--- src/pcpfl_check.sv ---
module pcpfl_check #(
    parameter int NUM_PAGES  = 32768,
    parameter int PAGE_BYTES = 4096,
    parameter int PAGE_W     = 15
) (
    input  logic [31:0]       addr,
    input  logic [31:0]       base,
    input  logic [31:0]       top,
    output logic              bad,
    output logic [PAGE_W-1:0] idx
);

    localparam int PAGE_SHIFT = $clog2(PAGE_BYTES);
    localparam int IDX_FULL_W = 32 - PAGE_SHIFT;

    logic [31:0]           origin;
    logic [31:0]           offset;
    logic [IDX_FULL_W-1:0] idx_full;
    logic                  misaligned;
    logic                  over;

    always_comb
    begin
        origin     = base & ~32'(PAGE_BYTES - 1);
        offset     = addr - origin;
        idx_full   = offset[31:PAGE_SHIFT];
        misaligned = addr[PAGE_SHIFT-1:0] != '0;
        over       = 32'(idx_full) >= 32'(NUM_PAGES);
        bad        = misaligned || (addr < base) || (addr >= top) || over;
        idx        = PAGE_W'(idx_full);
    end

endmodule

--- config.mk ---
export PLATFORM = sky130hd
export DESIGN_NAME = pcpfl_check
export DESIGN_NICKNAME = d
export VERILOG_FILES = /design/src/pcpfl_check.sv
export SDC_FILE = /design/constraint.sdc
export NUM_CORES = 1
export LEC_CHECK = 0
export ABC_AREA = 1
export BUFFER_PORTS_ARGS = -buffer_cell sky130_fd_sc_hd__buf_2
export CAP_MARGIN = 20
export CORE_MARGIN = 2
export CORE_UTILIZATION = 45
export DETAILED_ROUTE_END_ITERATION = 8
export GPL_ROUTABILITY_DRIVEN = 0
export GPL_TIMING_DRIVEN = 0
export PLACE_DENSITY = 0.77
export SETUP_SLACK_MARGIN = 0.05
export SLEW_MARGIN = 20
export SYNTH_ARGS = -nofsm -noshare
export SYNTH_HDL_FRONTEND = slang
export SYNTH_SLANG_ARGS = --single-unit
--- constraint.sdc ---
create_clock -name vclk -period 3.2
set_clock_uncertainty 0.05 [all_clocks]
set_input_delay 0.32 -clock vclk [all_inputs]
set_output_delay 0.32 -clock vclk [all_outputs]
set_load 0.02 [all_outputs]
==> key figures <==
Run status
  • Outcome: complete, no violations

Global routing
  • Initial antenna violation count: 0
  • Total gr overflow: 0
  • Vias in the first global route: 3,180
  • First-pass GRT wire length: 12.9 mm
  • Largest net degree at the start of global routing: 9
  • Global Route Usage Sum: 21.1%

STA
  • Tcrit/Tclk final: 87.0%
  • Sum of negative setup slack: 0 ns
  • Final Hold Viols: 0
  • Worst-Margin Slew: 0.278 ns
  • WHS: 1.01 ns
  • RSZ-0062 raised after global routing: false
  • Slew HR: 81.3%
  • Final setup fails: 0
  • Tmin final: 2.78 ns
  • Slew Limit Fails: 0
  • Peak Freq: 359 MHz

Finish
  • FILL cells: 645
  • Fraction of layout cells with a size suffix above 1: 21.9%
  • Layout area overhead: 23.4%
  • Clock buf count: 0
  • Ant diodes: 0
  • FFs & Latches: 0
  • Footprint of the multi-input gates: 0.00227 sq mm
  • Fin nets: 792
  • Register area: 0 sq um

Synth
  • Main combinational cell family by area after synthesis: simple AND/OR/NAND/NOR gates
  • Syn_area_per_cell: 5.41 sq um
  • Synth Cell Area: 0.00280 sq mm
  • Simple-gate share of the synthesized area: 41.1%
  • Post-Synth Adder-Cell Area: 29.3%
  • Net count after synthesis: 678
  • Synth warnings: 0
  • Register area share after synthesis: 0%
  • Post-synthesis xor/xnor area fraction: 2.19%
  • Synthesized instance count: 517
  • Synth Area in Compound Gates: 8.68%
  • Post-synth cell types: 28
  • Mux contribution to synthesized area: 0%

Setup path
  • Most used cell, CP: nand2_1
  • Slowest Stage Delay on Critical Path: 0.42 ns
  • Critical path, cell by cell: buf_2 -> inv_1 -> ha_1 -> fa_1 -> inv_1 -> nand2_1 -> nand2_2 -> nand2_1 -> nand2_2 -> xnor2_1 -> nand2_1 -> nor2_1 -> nand3_1 -> nand2_1 -> inv_1 -> nand2_1 -> buf_2
  • Critical path capture point type: output pin
  • Crit path kind: in -> out
  • Setup crit start kind: primary input
  • Crit path launch: addr[12]
  • CP Buf/Inv Count: 5
  • Worst EP required: 2.83 ns
  • CP arrival: 2.41 ns
  • Crit path to: bad
  • Top Family by Delay on Critical Path: simple AND/OR/NAND/NOR gates
  • Worst-path fanout max: 3
  • Slowest CP cell: fa_1
  • CP Depth: 17

Placement
  • DP Wirelength: 6.74 mm
  • Port Buf Inserts: 112

Pwr
  • P_leak: 2.32 nW
  • P per Cell Area: 171 mW/mm^2
  • Peak VDD IR: 0.107 mV

Floorplan
  • Full die area: 0.00686 sq mm
  • Initial Utilization: 47.0%
  • Die X-Extent: 82.9 microns
  • Core box area: 0.00596 sq mm
  • # rows: 28
  • # IOs: 112
  • Chip Height: 82.9 microns

Detailed routing
  • Antenna viol nets, final: 0
  • Post-DR vias/cell: 4.81
  • Total detailed-routing wirelength: 7.31 mm
  • Drt drc: 0
  • WL per Instance: 10.4 microns
  • Initial DRC count: 105
  • Total number of vias: 3,388
  • Pre-antenna DRT Iters: 4

Run
  • Max Cap Violations: 0

Min path
  • WHS Path Cells: 4
  • Worst hold path class: in -> out

Clock network
  • Post-CTS Setup Bufs: 0
  • CTS resizes: 0
  • # hold bufs at CTS: 0
## cell usage after synthesis, types with 3 or more instances
master	n	area, sq um
a21oi_1	29	145
ha_1	64	801
inv_1	135	507
inv_2	3	11.3
nand2_1	160	601
nand2_2	10	62.6
nand3_1	26	130
nand3b_1	4	30.0
nand4_1	8	50.1
nor2_1	33	124
nor2_2	4	25.0
nor3_1	8	40.0
o21ai_0	7	35.0
xnor2_1	6	52.6
## how the worst min path moves through the flow
stage	slack, ns	end	from
3_3_place_gp	1.01	idx[0]	base[12]
3_5_place_dp	1.01	idx[0]	base[12]
2_1_floorplan	0.80	idx[0]	base[12]
5_1_grt	1.04	idx[0]	base[12]
6_report	1.01	idx[0]	base[12]
4_1_cts	1.01	idx[0]	base[12]
## power breakdown
part	switching (mW)	internal, mW
logic	0.360	0.230
clock network	0	0
registers	0	0
total	0.360	0.230
## per-stage QoR
stage	worst slack, ns	util [%]	power, mW	cell area (sq um)	std cells
after floorplan	0.766	-	0.402	2800	517
after global placement	0.459	58.0	0.570	3450	704
after detailed placement	0.430	58.0	0.589	3450	704
after CTS	0.422	58.0	0.592	3450	704
after global routing	0.238	58.0	0.677	3450	704
final	0.417	58.0	0.590	3450	704
## cell type report
class / count / share of cell area, %
inverter: 138 / 15.0
timing repair buffer: 112 / 16.2
tap: 75 / 2.72
buffer: 1 / 0.145
multi-input combinational: 378 / 65.9
## logic make-up after synthesis
kind of cell / after synthesis
and+or+nand+nor: 262
buffers and inverters: 139
adders and majority gates: 65
AOI/OAI and AO/OA: 44
xor gates and xnor gates: 7
## layer usage
layer	global-route usage, %	part of all wire, %	up-vias
li1	-	-	1819
met1	25.8	44	1463
met2	41.2	49	100
met3	1.59	5.9	6
met4	2.24	1.3	0
met5	0	0	-
## cells in the final DEF, fill, tap and decap left out
cell / synthesis / final
a21o_1: 1 / 1
inv_1: 135 / 135
o21bai_1: 1 / 1
a21oi_1: 29 / 29
nand4_1: 8 / 8
xnor2_1: 6 / 6
nand3_4: 1 / 1
ha_1: 64 / 64
nand2_2: 10 / 10
nor2_4: 1 / 1
o21ai_0: 7 / 7
xor2_1: 1 / 1
nor3_1: 8 / 8
a211oi_1: 2 / 2
nor2_2: 4 / 4
and2_1: 1 / 1
a21oi_2: 2 / 2
fa_1: 1 / 1
nand3_1: 26 / 26
nand3_2: 2 / 2
buf_2: 1 / 113
nand3b_1: 4 / 4
nor3_2: 2 / 2
o21a_1: 2 / 2
inv_2: 3 / 3
nand2_1: 160 / 160
nor4_1: 2 / 2
nor2_1: 33 / 33
No activity file was read; power rests on OpenSTA's default activity.
